`src/hdl/display_command_queue_macros.svh`:
```
// Assertion macros for the display command queue.
// Expects aclk and aresetn in the scope of each use.
`ifndef DISPLAY_COMMAND_QUEUE_MACROS_SVH
`define DISPLAY_COMMAND_QUEUE_MACROS_SVH

// Same-cycle implication, checked out of reset only.
`define DCQ_ASSERT_NOW(lbl, ante, cons) \
    lbl: assert property (@(posedge aclk) disable iff (!aresetn) (ante) |-> (cons)) \
        else $error("display command queue: same-cycle check failed");

// Next-cycle implication, checked out of reset only.
`define DCQ_ASSERT_NEXT(lbl, ante, cons) \
    lbl: assert property (@(posedge aclk) disable iff (!aresetn) (ante) |=> (cons)) \
        else $error("display command queue: next-cycle check failed");

`endif

```
`src/hdl/dcq_pkg.sv`:
```
// Shared types, codes and the entry decoder for the display command queue.
// No dependencies.
package dcq_pkg;

    // Request kinds on the input channel
    typedef enum logic [1:0] {
        OP_PUT    = 2'd0,
        OP_CLEAR  = 2'd1,
        OP_CURSOR = 2'd2,
        OP_SEND   = 2'd3
    } op_t;

    // Display actions on the result channel
    typedef enum logic [1:0] {
        ACT_CHAR   = 2'd0,
        ACT_CLEAR  = 2'd1,
        ACT_CURSOR = 2'd2
    } action_t;

    localparam logic [7:0] CODE_CLEAR  = 8'h80;
    localparam logic [1:0] CURSOR_TAG  = 2'b11;

    // Per-cycle control broadcast to every cell of the chain
    typedef struct packed {
        logic       clear;
        logic       pop;
        logic       push;
        logic [7:0] push_data;
    } cell_ctrl_t;

    // One decoded queue entry
    typedef struct packed {
        logic       valid;
        action_t    action;
        logic [6:0] char_value;
        logic [3:0] cursor_col;
        logic [1:0] cursor_row;
    } decoded_t;

    // Characters below 0x80, clear at 0x80, cursor moves at 0xC0 and up;
    // the rest of the 0x80 range decodes to nothing.
    function automatic decoded_t decode_entry(input logic [7:0] code);
        decoded_t d;
        d = '0;
        d.action = ACT_CHAR;
        if (!code[7]) begin
            d.valid      = 1'b1;
            d.char_value = code[6:0];
        end else if (code == CODE_CLEAR) begin
            d.valid  = 1'b1;
            d.action = ACT_CLEAR;
        end else if (code[7:6] == CURSOR_TAG) begin
            d.valid      = 1'b1;
            d.action     = ACT_CURSOR;
            d.cursor_col = code[5:2];
            d.cursor_row = code[1:0];
        end
        return d;
    endfunction

endpackage

```
`src/hdl/display_command_queue.sv`:
```
// Display command queue: a chain of byte cells, head at cell 0, with decode at the head.
// Registered result: it appears on m_ in the cycle after the request that pops its entry.
// One request per cycle unless m_ stalls; each request moves the whole chain at most one slot.
// Reset: aresetn (synchronous, active low) empties the queue and drops a pending result.
// Depends on dcq_pkg, dcq_cell and display_command_queue_macros.svh.
`include "display_command_queue_macros.svh"
module display_command_queue #(
    parameter int QUEUE_DEPTH = 32
) (
    input  logic        aclk,
    input  logic        aresetn,
    input  logic        s_tvalid,
    output logic        s_tready,
    input  logic [15:0] s_tdata,   // byte_value[7:0], column[11:8], row_index[13:12], zero pad
    input  logic [1:0]  s_tuser,   // operation[1:0]
    output logic        m_tvalid,
    input  logic        m_tready,
    output logic [15:0] m_tdata,   // char_value[6:0], cursor_col[10:7], cursor_row[12:11],
                                   // more_pending[13], zero pad
    output logic [1:0]  m_tuser    // action[1:0]
);
    import dcq_pkg::*;

    logic             in_fire;
    op_t              op;
    logic [7:0]       byte_value;
    logic [3:0]       column;
    logic [1:0]       row_index;
    cell_ctrl_t       ctrl;
    logic [QUEUE_DEPTH-1:0] valid_vec;
    logic [7:0]       data_arr [QUEUE_DEPTH];
    logic             q_empty, q_full;
    decoded_t         head_dec;

    logic             m_valid_reg, m_valid_next;
    decoded_t         res_reg;
    logic             more_reg;

    assign op         = op_t'(s_tuser);
    assign byte_value = s_tdata[7:0];
    assign column     = s_tdata[11:8];
    assign row_index  = s_tdata[13:12];

    // Output register frees up when empty or being taken this cycle
    assign s_tready = !m_valid_reg || m_tready;
    assign in_fire  = s_tvalid && s_tready;

    assign q_empty  = !valid_vec[0];
    assign q_full   = valid_vec[QUEUE_DEPTH-1];
    assign head_dec = decode_entry(data_arr[0]);

    // Request decoder: drives the chain's control
    always_comb begin
        ctrl = '0;
        if (in_fire) begin
            unique case (op)
                OP_PUT: begin
                    ctrl.push      = 1'b1;
                    ctrl.pop       = q_full;
                    ctrl.push_data = byte_value;
                end
                OP_CLEAR: begin
                    ctrl.clear = 1'b1;
                end
                OP_CURSOR: begin
                    ctrl.push      = 1'b1;
                    ctrl.pop       = q_full;
                    ctrl.push_data = {CURSOR_TAG, column, row_index};
                end
                OP_SEND: begin
                    ctrl.pop = !q_empty;
                end
                default: begin
                    ctrl = '0;
                end
            endcase
        end
    end

    // Chain of cells, each fed by its younger neighbor
    for (genvar i = 0; i < QUEUE_DEPTH; i++) begin : g_cell
        logic       prev_v;
        logic       next_v;
        logic [7:0] next_d;
        if (i == 0) begin : g_head
            assign prev_v = 1'b1;
        end else begin : g_body
            assign prev_v = valid_vec[i-1];
        end
        if (i == QUEUE_DEPTH - 1) begin : g_tail
            assign next_v = 1'b0;
            assign next_d = '0;
        end else begin : g_link
            assign next_v = valid_vec[i+1];
            assign next_d = data_arr[i+1];
        end
        dcq_cell u_cell (
            .aclk       (aclk),
            .aresetn    (aresetn),
            .ctrl       (ctrl),
            .first_cell (i == 0),
            .prev_valid (prev_v),
            .next_valid (next_v),
            .next_data  (next_d),
            .valid      (valid_vec[i]),
            .data       (data_arr[i])
        );
    end

    // Result register: loaded when a pop decodes to an action
    always_comb begin
        m_valid_next = m_valid_reg;
        if (in_fire) begin
            m_valid_next = ctrl.pop && head_dec.valid;
        end else if (m_tready) begin
            m_valid_next = 1'b0;
        end
    end

    always_ff @(posedge aclk) begin
        if (!aresetn) begin
            m_valid_reg <= 1'b0;
        end else begin
            m_valid_reg <= m_valid_next;
        end
    end

    always_ff @(posedge aclk) begin
        if (in_fire && ctrl.pop && head_dec.valid) begin
            res_reg  <= head_dec;
            // cell 1 becomes the head after the pop
            more_reg <= valid_vec[1];
        end
    end

    assign m_tvalid = m_valid_reg;
    assign m_tuser  = res_reg.action;
    assign m_tdata  = {2'b00, more_reg, res_reg.cursor_row, res_reg.cursor_col,
                       res_reg.char_value};

    // Occupied cells always form an unbroken run from the head
    `DCQ_ASSERT_NOW(a_valid_contiguous, 1'b1, ((valid_vec + QUEUE_DEPTH'(1)) & valid_vec) == '0)
    // A clear leaves exactly the clear code at the head
    `DCQ_ASSERT_NEXT(a_clear_leaves_one, in_fire && op == OP_CLEAR,
        valid_vec == QUEUE_DEPTH'(1) && data_arr[0] == CODE_CLEAR)
    // A send on an empty queue gives nothing
    `DCQ_ASSERT_NEXT(a_empty_send_silent, in_fire && op == OP_SEND && q_empty, !m_tvalid)
    // A new result only follows an accepted request
    `DCQ_ASSERT_NOW(a_result_has_request, $rose(m_tvalid), $past(in_fire))

endmodule

```
`src/hdl/dcq_cell.sv`:
```
// One slot of the shifting command queue: a valid bit and a command byte.
// Depends on dcq_pkg; neighbors are wired up by display_command_queue.
module dcq_cell (
    input  logic               aclk,
    input  logic               aresetn,
    input  dcq_pkg::cell_ctrl_t ctrl,
    input  logic               first_cell,  // this slot is the queue head
    input  logic               prev_valid,  // older neighbor holds an entry
    input  logic               next_valid,  // younger neighbor holds an entry
    input  logic [7:0]         next_data,
    output logic               valid,
    output logic [7:0]         data
);
    import dcq_pkg::*;

    logic       valid_reg, valid_next;
    logic [7:0] data_reg, data_next;
    logic       load_here;

    // Next slot contents: clear, shift toward the head, or append at the tail
    always_comb begin
        load_here  = 1'b0;
        valid_next = valid_reg;
        data_next  = data_reg;
        if (ctrl.clear) begin
            valid_next = first_cell;
            data_next  = CODE_CLEAR;
        end else if (ctrl.pop) begin
            // after the shift the old tail slot is the first free one
            load_here  = ctrl.push && valid_reg && !next_valid;
            valid_next = next_valid || load_here;
            data_next  = load_here ? ctrl.push_data : next_data;
        end else begin
            load_here  = ctrl.push && !valid_reg && prev_valid;
            valid_next = valid_reg || load_here;
            data_next  = load_here ? ctrl.push_data : data_reg;
        end
    end

    always_ff @(posedge aclk) begin
        if (!aresetn) begin
            valid_reg <= 1'b0;
        end else begin
            valid_reg <= valid_next;
        end
    end

    // payload needs no reset
    always_ff @(posedge aclk) begin
        data_reg <= data_next;
    end

    assign valid = valid_reg;
    assign data  = data_reg;

endmodule

```
`config.mk`:
```
export PLATFORM = sky130hd
export DESIGN_NAME = display_command_queue
export DESIGN_NICKNAME = d
export VERILOG_FILES = /design/src/hdl/dcq_pkg.sv /design/src/hdl/display_command_queue.sv /design/src/hdl/dcq_cell.sv
export VERILOG_INCLUDE_DIRS = /design/src /design/src/hdl
export SDC_FILE = /design/constraint.sdc
export NUM_CORES = 1
export LEC_CHECK = 0
export ABC_AREA = 1
export BUFFER_PORTS_ARGS = -buffer_cell sky130_fd_sc_hd__clkbuf_2
export CAP_MARGIN = 20
export CORE_AREA = 4 4 212 193
export CTS_BUF_LIST = sky130_fd_sc_hd__clkbuf_8 sky130_fd_sc_hd__clkbuf_16
export DETAILED_ROUTE_END_ITERATION = 7
export DIE_AREA = 0 0 216 197
export PLACE_DENSITY = 0.6
export SYNTH_ARGS = -nofsm -noshare
export SYNTH_HDL_FRONTEND = slang
export SYNTH_SLANG_ARGS = --single-unit
```
`constraint.sdc`:
```
create_clock -name aclk -period 3.86 [get_ports aclk]
set_input_delay 0.772 -clock aclk [delete_from_list [all_inputs] [get_ports aclk]]
set_output_delay 0.772 -clock aclk [all_outputs]
set_load 0.01 [all_outputs]
```
==> out/metrics.cfg, run 1 <==
[critical_path]
critPathCaptureType=flop
crit_type=primary input to flop
worstSetupStartpointType=primary input
cp.arrival_ns=3.32
required_ns=4.30
cp_max_fo=94

[floorplan]
die_h_um=197
initial_core_util_pct=39.84
die_w_um=216
core_area_um2=38370
io_pins=42
rows=68
dieArea_um2=42550

[logic_synthesis]
synth_top_cell_by_area=dfxtp_1
synthTopCellsByArea=dfxtp_1, nand2_1, nor2_1, nand3_1, o21ai_0
netlist_area_um2=15290
seq_area_frac_synth_pct=40.99
syn_avg_cell_area_um2=6.442
synthCells=2373
synth_top_area_share_pct=37.85
ys_types=31
ys_ff_latch=305
ys_warn_count=0

[cts]
clk_pin_slew_ns=0.06
post-cts-setup-buffers=0
insertion_delay_ns=0.52
clockBufferDepth=3
cts.sinks=305
cts_resized=0
numCtsBuffers=36
cts_tree=done
cts_hold_buffers=0
root_buffer=clkbuf_16
htreeDepth=2

[final_layout]
final_core_util_pct=43.69
fillCellCount=4019
drive_gt1_share_pct=6.772
diodes=0
largest_reg_flops=256
areaGrowthSynthToFinish_pct=9.675
nNetsFinal=2345

[power_and_ir_drop]
internal_power_w=0.005932
p_switching_w=0.002153
power_density_nw_per_um2=482.2
clkPwrFrac_pct=40.2
seqPwrFrac_pct=48.4
irDropWorstVdd_mv=0.2408
combPwrFrac_pct=11.4
swShare_pct=26.63
p_leak_nw=7.872

[route]
first_pass_iters=5
antenna_left=0
drtIter0Drc=1206
via_count=14510
vias_per_cell=5.051
drcViolationCount=0
wl_mm=42.19
wire_per_inst_um=14.69

[sta]
slew_viol_final=0
hold_viol_final=0
setup_viol=0
tightest_slew_ns=1.018
whs_ns=0.4603
fin_crit_sh_pct=74.85
maxClockFrequency_mhz=346.1
skew_ns=0.01560
rsz0062_at_grt=no
post-route-min-period_ns=2.889
slew_headroom_pct=31.74
tns_ns=0

[grt]
grt_pass1_vias=13110
track_usage_pct=19.29
grt-ovfl-total=0
antenna_found_initial=1
grt_pass1_wl_mm=68.32
grt_start_max_net_pins=95

[placement]
place.gp.congestion=0.7998
io_buffers=37
dp_hpwl_mm=25.96

[run]
max-cap-violations=0

[worst_hold_path]
hold_class=flop to flop

[outcome]
status=finished clean

layout make-up:
cell class	count	area (µm²)	area share (%)
clock buffers	46	1050	6.262
flip-flops and latches	305	6266	37.38
multi-input cells	1709	7475	44.59
repair buffers	65	457.9	2.732
clock inverters	17	78.83	0.4702
inverters	206	780.7	4.657
well taps	525	656.9	3.918
per-stage QoR:
| step | setup WS (ns) | instances | power (W) | instance area (µm²) |
|---|---|---|---|---|
| floorplan | 1.336 | 2374 | 0.004618 | 15290 |
| global placement | 0.5267 | 2810 | 0.004864 | 15640 |
| detailed placement | 0.5184 | 2810 | 0.004893 | 15640 |
| CTS | 1.053 | 2873 | 0.008169 | 16760 |
| global route | 0.7635 | 2873 | 0.008495 | 16760 |
| finish | 0.9709 | 2873 | 0.008084 | 16760 |
critical path, stage by stage:
cell and delay (ns):
clkbuf_2 0.17, inv_2 0.41, nand2_1 0.11, nand2_1 0.19, nand2_8 0.21, inv_6 0.35
buf_12 0.37, nand2_1 0.31, nand2_1 0.13, nand2_1 0.05, o21ai_0 0.15
cell families after synthesis:
family	share of synthesized area, %
buffers and inverters	10.34
other	0.02453
flip-flops	40.99
AO/OA/AOI/OAI	12.64
AND/OR/NAND/NOR	36.01
power groups by stage:
stage | combinational (W) | sequential (W) | clock (W)
floorplan | 0.000723 | 0.00390 | 0
global placement | 0.000894 | 0.00397 | 0
detailed placement | 0.000919 | 0.00397 | 0
CTS | 0.000925 | 0.00391 | 0.00333
global route | 0.00107 | 0.00397 | 0.00346
finish | 0.000921 | 0.00392 | 0.00325
path summary, 6_finish.rpt:
check | from | endpoint | slack (ns) | cells after the start
worst max-delay path | s_tuser[0] | g_cell[26].u_cell.data[7]$_SDFFE_PP1P_ | 0.97 | 11
worst min-delay path | g_cell[31].u_cell.data[5]$_SDFFE_PP0P_ | g_cell[31].u_cell.data[5]$_SDFFE_PP0P_ | 0.46 | 2
worst max register to register | m_tvalid$_SDFFE_PN0P_ | g_cell[4].u_cell.data[7]$_SDFFE_PP1P_ | 1.02 | 9
worst min register to register | g_cell[31].u_cell.data[5]$_SDFFE_PP0P_ | g_cell[31].u_cell.data[5]$_SDFFE_PP0P_ | 0.46 | 2
metal layers:
metal  vias to the layer above  global-route usage (%)  part of all wire [%]
met5                         -                       0                 0.026
met1                      6677                   26.74                    47
met3                        61                   3.546                   5.4
met4                         2                   5.286                   2.4
li1                       7454                       -                     -
met2                       318                   31.11                    45
Yosys cell counts:
cell,n
a21boi_0,1
a21oi_1,141
a21oi_2,1
a21oi_4,1
a22oi_1,1
buf_1,1
buf_2,63
buf_4,30
buf_6,5
clkbuf_1,55
clkinv_1,2
conb_1,1
dfxtp_1,289
edfxtp_1,16
inv_1,199
inv_2,5
nand2_1,652
nand2_2,8
nand2_4,3
nand3_1,264
nand3b_1,2
nand4_1,18
nor2_1,363
nor2_2,9
nor2_4,8
nor3_1,1
nor3_2,1
o211ai_1,2
o21ai_0,213
o21ai_1,14
o21ai_2,4
cells in the final DEF, fill, tap and decap left out, drive strengths merged:
cell	instances
a21boi	1
a21oi	143
a22oi	1
buf	28
clkbuf	83
clkinv	10
conb	2
dfxtp	289
edfxtp	16
inv	213
nand2	663
nand3	264
nand3b	2
nand4	18
nor2	380
nor3	2
o211ai	2
o21ai	231
No activity file was read; power rests on OpenSTA's default activity.
==> run 2: changes to the inputs <==
--- a/config.mk
+++ b/config.mk
@@ -6,13 +6,13 @@
 export SDC_FILE = /design/constraint.sdc
 export NUM_CORES = 1
 export LEC_CHECK = 0
-export ABC_AREA = 1
+export ABC_AREA = 0
 export BUFFER_PORTS_ARGS = -buffer_cell sky130_fd_sc_hd__clkbuf_2
 export CAP_MARGIN = 20
-export CORE_AREA = 4 4 212 193
+export CORE_AREA = 4 4 202 184
 export CTS_BUF_LIST = sky130_fd_sc_hd__clkbuf_8 sky130_fd_sc_hd__clkbuf_16
 export DETAILED_ROUTE_END_ITERATION = 7
-export DIE_AREA = 0 0 216 197
+export DIE_AREA = 0 0 206 188
 export PLACE_DENSITY = 0.6
 export SYNTH_ARGS = -nofsm -noshare
 export SYNTH_HDL_FRONTEND = slang
==> constraint.sdc (replaced) <==
create_clock -name aclk -period 2.83 [get_ports aclk]
set_input_delay 0.566 -clock aclk [delete_from_list [all_inputs] [get_ports aclk]]
set_output_delay 0.566 -clock aclk [all_outputs]
set_load 0.01 [all_outputs]
==> out/metrics.cfg, run 2 <==
[outcome]
status=finished clean

[route]
routed-wl-met3_mm=1.393
wl_met2_mm=12.99
vias_per_cell=5.406
wl_mm=30.74
antenna_left=0
via_count=10630
drtIter0Drc=876
first_pass_iters=7
wl_met1_mm=15.79
routed.top_layer=met4
wire_per_inst_um=15.63
drcViolationCount=0

[final_layout]
diodes=0
nNetsFinal=1495
largest_reg_flops=256
mostFrequentLayoutCells=dfxtp_1, a21oi_1, mux2i_1
fillCellCount=3411
drive_gt1_share_pct=11.55
final_common_cell=dfxtp_1
areaGrowthSynthToFinish_pct=12.29

[critical_path]
crit_type=flop to flop
crit_top_cell=a21oi_1
cp.arrival_ns=2.99
required_ns=3.31
worstSetupStartpointType=flop
cp_slowest_cell=a21oi_1
reg2regPathDepth=6
crit_chain=and3_1 -> a21oi_4 -> buf_12 -> a21oi_1 -> o21ai_0 -> a21oi_1
cp_max_fo=16
reg2reg_to=g_cell[15].u_cell.data[2]$_SDFFE_PP0P_
reg2reg_slack_ns=0.32
cpPeakStageDelay_ns=0.79
regToRegStartpoint=g_cell[0].u_cell.valid$_SDFF_PN0_
critPathCaptureType=flop

[logic_synthesis]
synth_top_family_by_area=compound AO/OA/AOI/OAI gates
muxShareOfSynthArea_pct=16.51
synth_top_area_share_pct=41.66
ys_types=49
syn_avg_cell_area_um2=9.327
seq_area_frac_synth_pct=45.12
ys_warn_count=0
synthCells=1489
synth-edff-count=16
synth_simple_gate_area_share_pct=9.279
synth_xor_area_share_pct=0
synth_top_cell_by_area=dfxtp_1
synth_commonest_cells=dfxtp_1, a21oi_1, mux2i_1
synth-compound-area-share_pct=24.12
ys_ff_latch=305
ys.flop_type=dfxtp_1
netlist_area_um2=13890
yosysMostFrequentCell=dfxtp_1
synth_adder_area_share_pct=0
async_flop_share_pct=0
synthTopCellsByArea=dfxtp_1, mux2i_1, a21oi_1, o21ai_0, edfxtp_1

[placement]
io_buffers=37
place.gp.congestion=0.7607
dp_hpwl_mm=19.23

[floorplan]
dieArea_um2=38730
initial_core_util_pct=39.71
die_w_um=206
core_area_um2=34970
die_h_um=188
io_pins=42
rows=65

[sta]
slew_headroom_pct=31.15
slew_viol_final=0
post-route-min-period_ns=2.510
tns_ns=0
setup_viol=0
tightest_slew_ns=1.033
maxClockFrequency_mhz=398.4
rsz0062_at_grt=no
fin_crit_sh_pct=88.69
hold_viol_final=0
skew_ns=0.01077

[cts]
htreeDepth=1
clk_pin_slew_ns=0.06
clockBufferDepth=3
insertion_delay_ns=0.56
root_buffer=clkbuf_16
post-cts-setup-buffers=0
cts_tree=done
cts_resized=0
cts.sinks=305
cts_hold_buffers=0
numCtsBuffers=31

[grt]
grt_start_max_net_pins=98
grt_pass1_wl_mm=52.29
grt_pass1_vias=10040
grt-ovfl-total=0
antenna_found_initial=0
track_usage_pct=15.64

[power_and_ir_drop]
total_power_w=0.01022
p_switching_w=0.002494
power_density_nw_per_um2=655.2
swShare_pct=24.40
p_leak_nw=5.713
combPwrFrac_pct=9.6
irDropWorstVdd_mv=0.4432
internal_power_w=0.007724
clkPwrFrac_pct=40.6
seqPwrFrac_pct=49.8

[worst_hold_path]
hold_class=primary input to flop
hold_start=aresetn
min_path_cells=2
min_to=m_tvalid$_SDFFE_PN0P_

[run]
max-cap-violations=0

[run 2: logic make-up after synthesis]
group | count (synthesis)
buffers and inverters | 135
and+or+nand+nor | 272
muxes | 229
other | 1
DFF | 305
AOI/OAI and AO/OA | 547
[run 2: worst max-delay path: cells and delay by family (launching register included)]
kind                   cells  cell delay [ns]
flip-flops                 1             0.56
AO/OA/AOI/OAI              4             1.26
AND/OR/NAND/NOR            1             0.41
buffers and inverters      1             0.19
[run 2: final cells by class]
type                            count  area, µm²  share of cell area (%)
Tap cell                          469      586.8                   3.763
Inverter                            5      21.27                  0.1364
Multi-Input combinational cell   1050       7005                   44.92
Clock buffer                       32      789.5                   5.063
Sequential cell                   305       6266                   40.18
Clock inverter                     26      242.7                   1.556
Timing Repair Buffer               80      683.2                   4.381
[run 2: power groups by stage]
stage | Sequential (W) | Clock [W] | Combinational, W
finish | 0.00509 | 0.00415 | 0.000983
global route | 0.00515 | 0.00442 | 0.00113
CTS | 0.00509 | 0.00426 | 0.000988
detailed placement | 0.00518 | 0 | 0.000977
global placement | 0.00517 | 0 | 0.000959
floorplan | 0.00509 | 0 | 0.000781
[run 2: worst max path at each step]
stage	start	slack [ns]	cells after the start	end
after CTS	g_cell[0].u_cell.valid$_SDFF_PN0_	0.31	6	g_cell[15].u_cell.data[2]$_SDFFE_PP0P_
final	g_cell[0].u_cell.valid$_SDFF_PN0_	0.32	6	g_cell[15].u_cell.data[2]$_SDFFE_PP0P_
after detailed placement	s_tuser[0]	0.21	7	g_cell[16].u_cell.data[6]$_SDFFE_PP0P_
after global routing	g_cell[0].u_cell.valid$_SDFF_PN0_	0.03	6	g_cell[15].u_cell.data[1]$_SDFFE_PP0P_
after floorplan	m_tready	0.34	6	m_tdata[0]$_SDFFCE_PP0P_
after global placement	s_tuser[0]	0.28	7	g_cell[3].u_cell.data[3]$_SDFFE_PP0P_
[run 2: layer usage]
metal / vias to the layer above / global-route usage (%)
met4: 0 / 3.608
met5: - / 0
met1: 4984 / 24.22
met3: 42 / 1.989
li1: 5402 / -
met2: 206 / 23.05
[run 2: through the flow]
step / setup slack [ns] / utilization (%) / std cells / hold slack (ns) / area (µm²)
floorplan: 0.3427 / - / 1490 / 0.4374 / 13890
global placement: 0.2771 / 41.60 / 1907 / 0.4572 / 14550
detailed placement: 0.2115 / 41.60 / 1907 / 0.4562 / 14550
CTS: 0.3060 / 44.55 / 1965 / 0.2592 / 15580
global route: 0.03082 / 44.59 / 1967 / 0.2796 / 15600
finish: 0.3200 / 44.59 / 1967 / 0.3004 / 15600
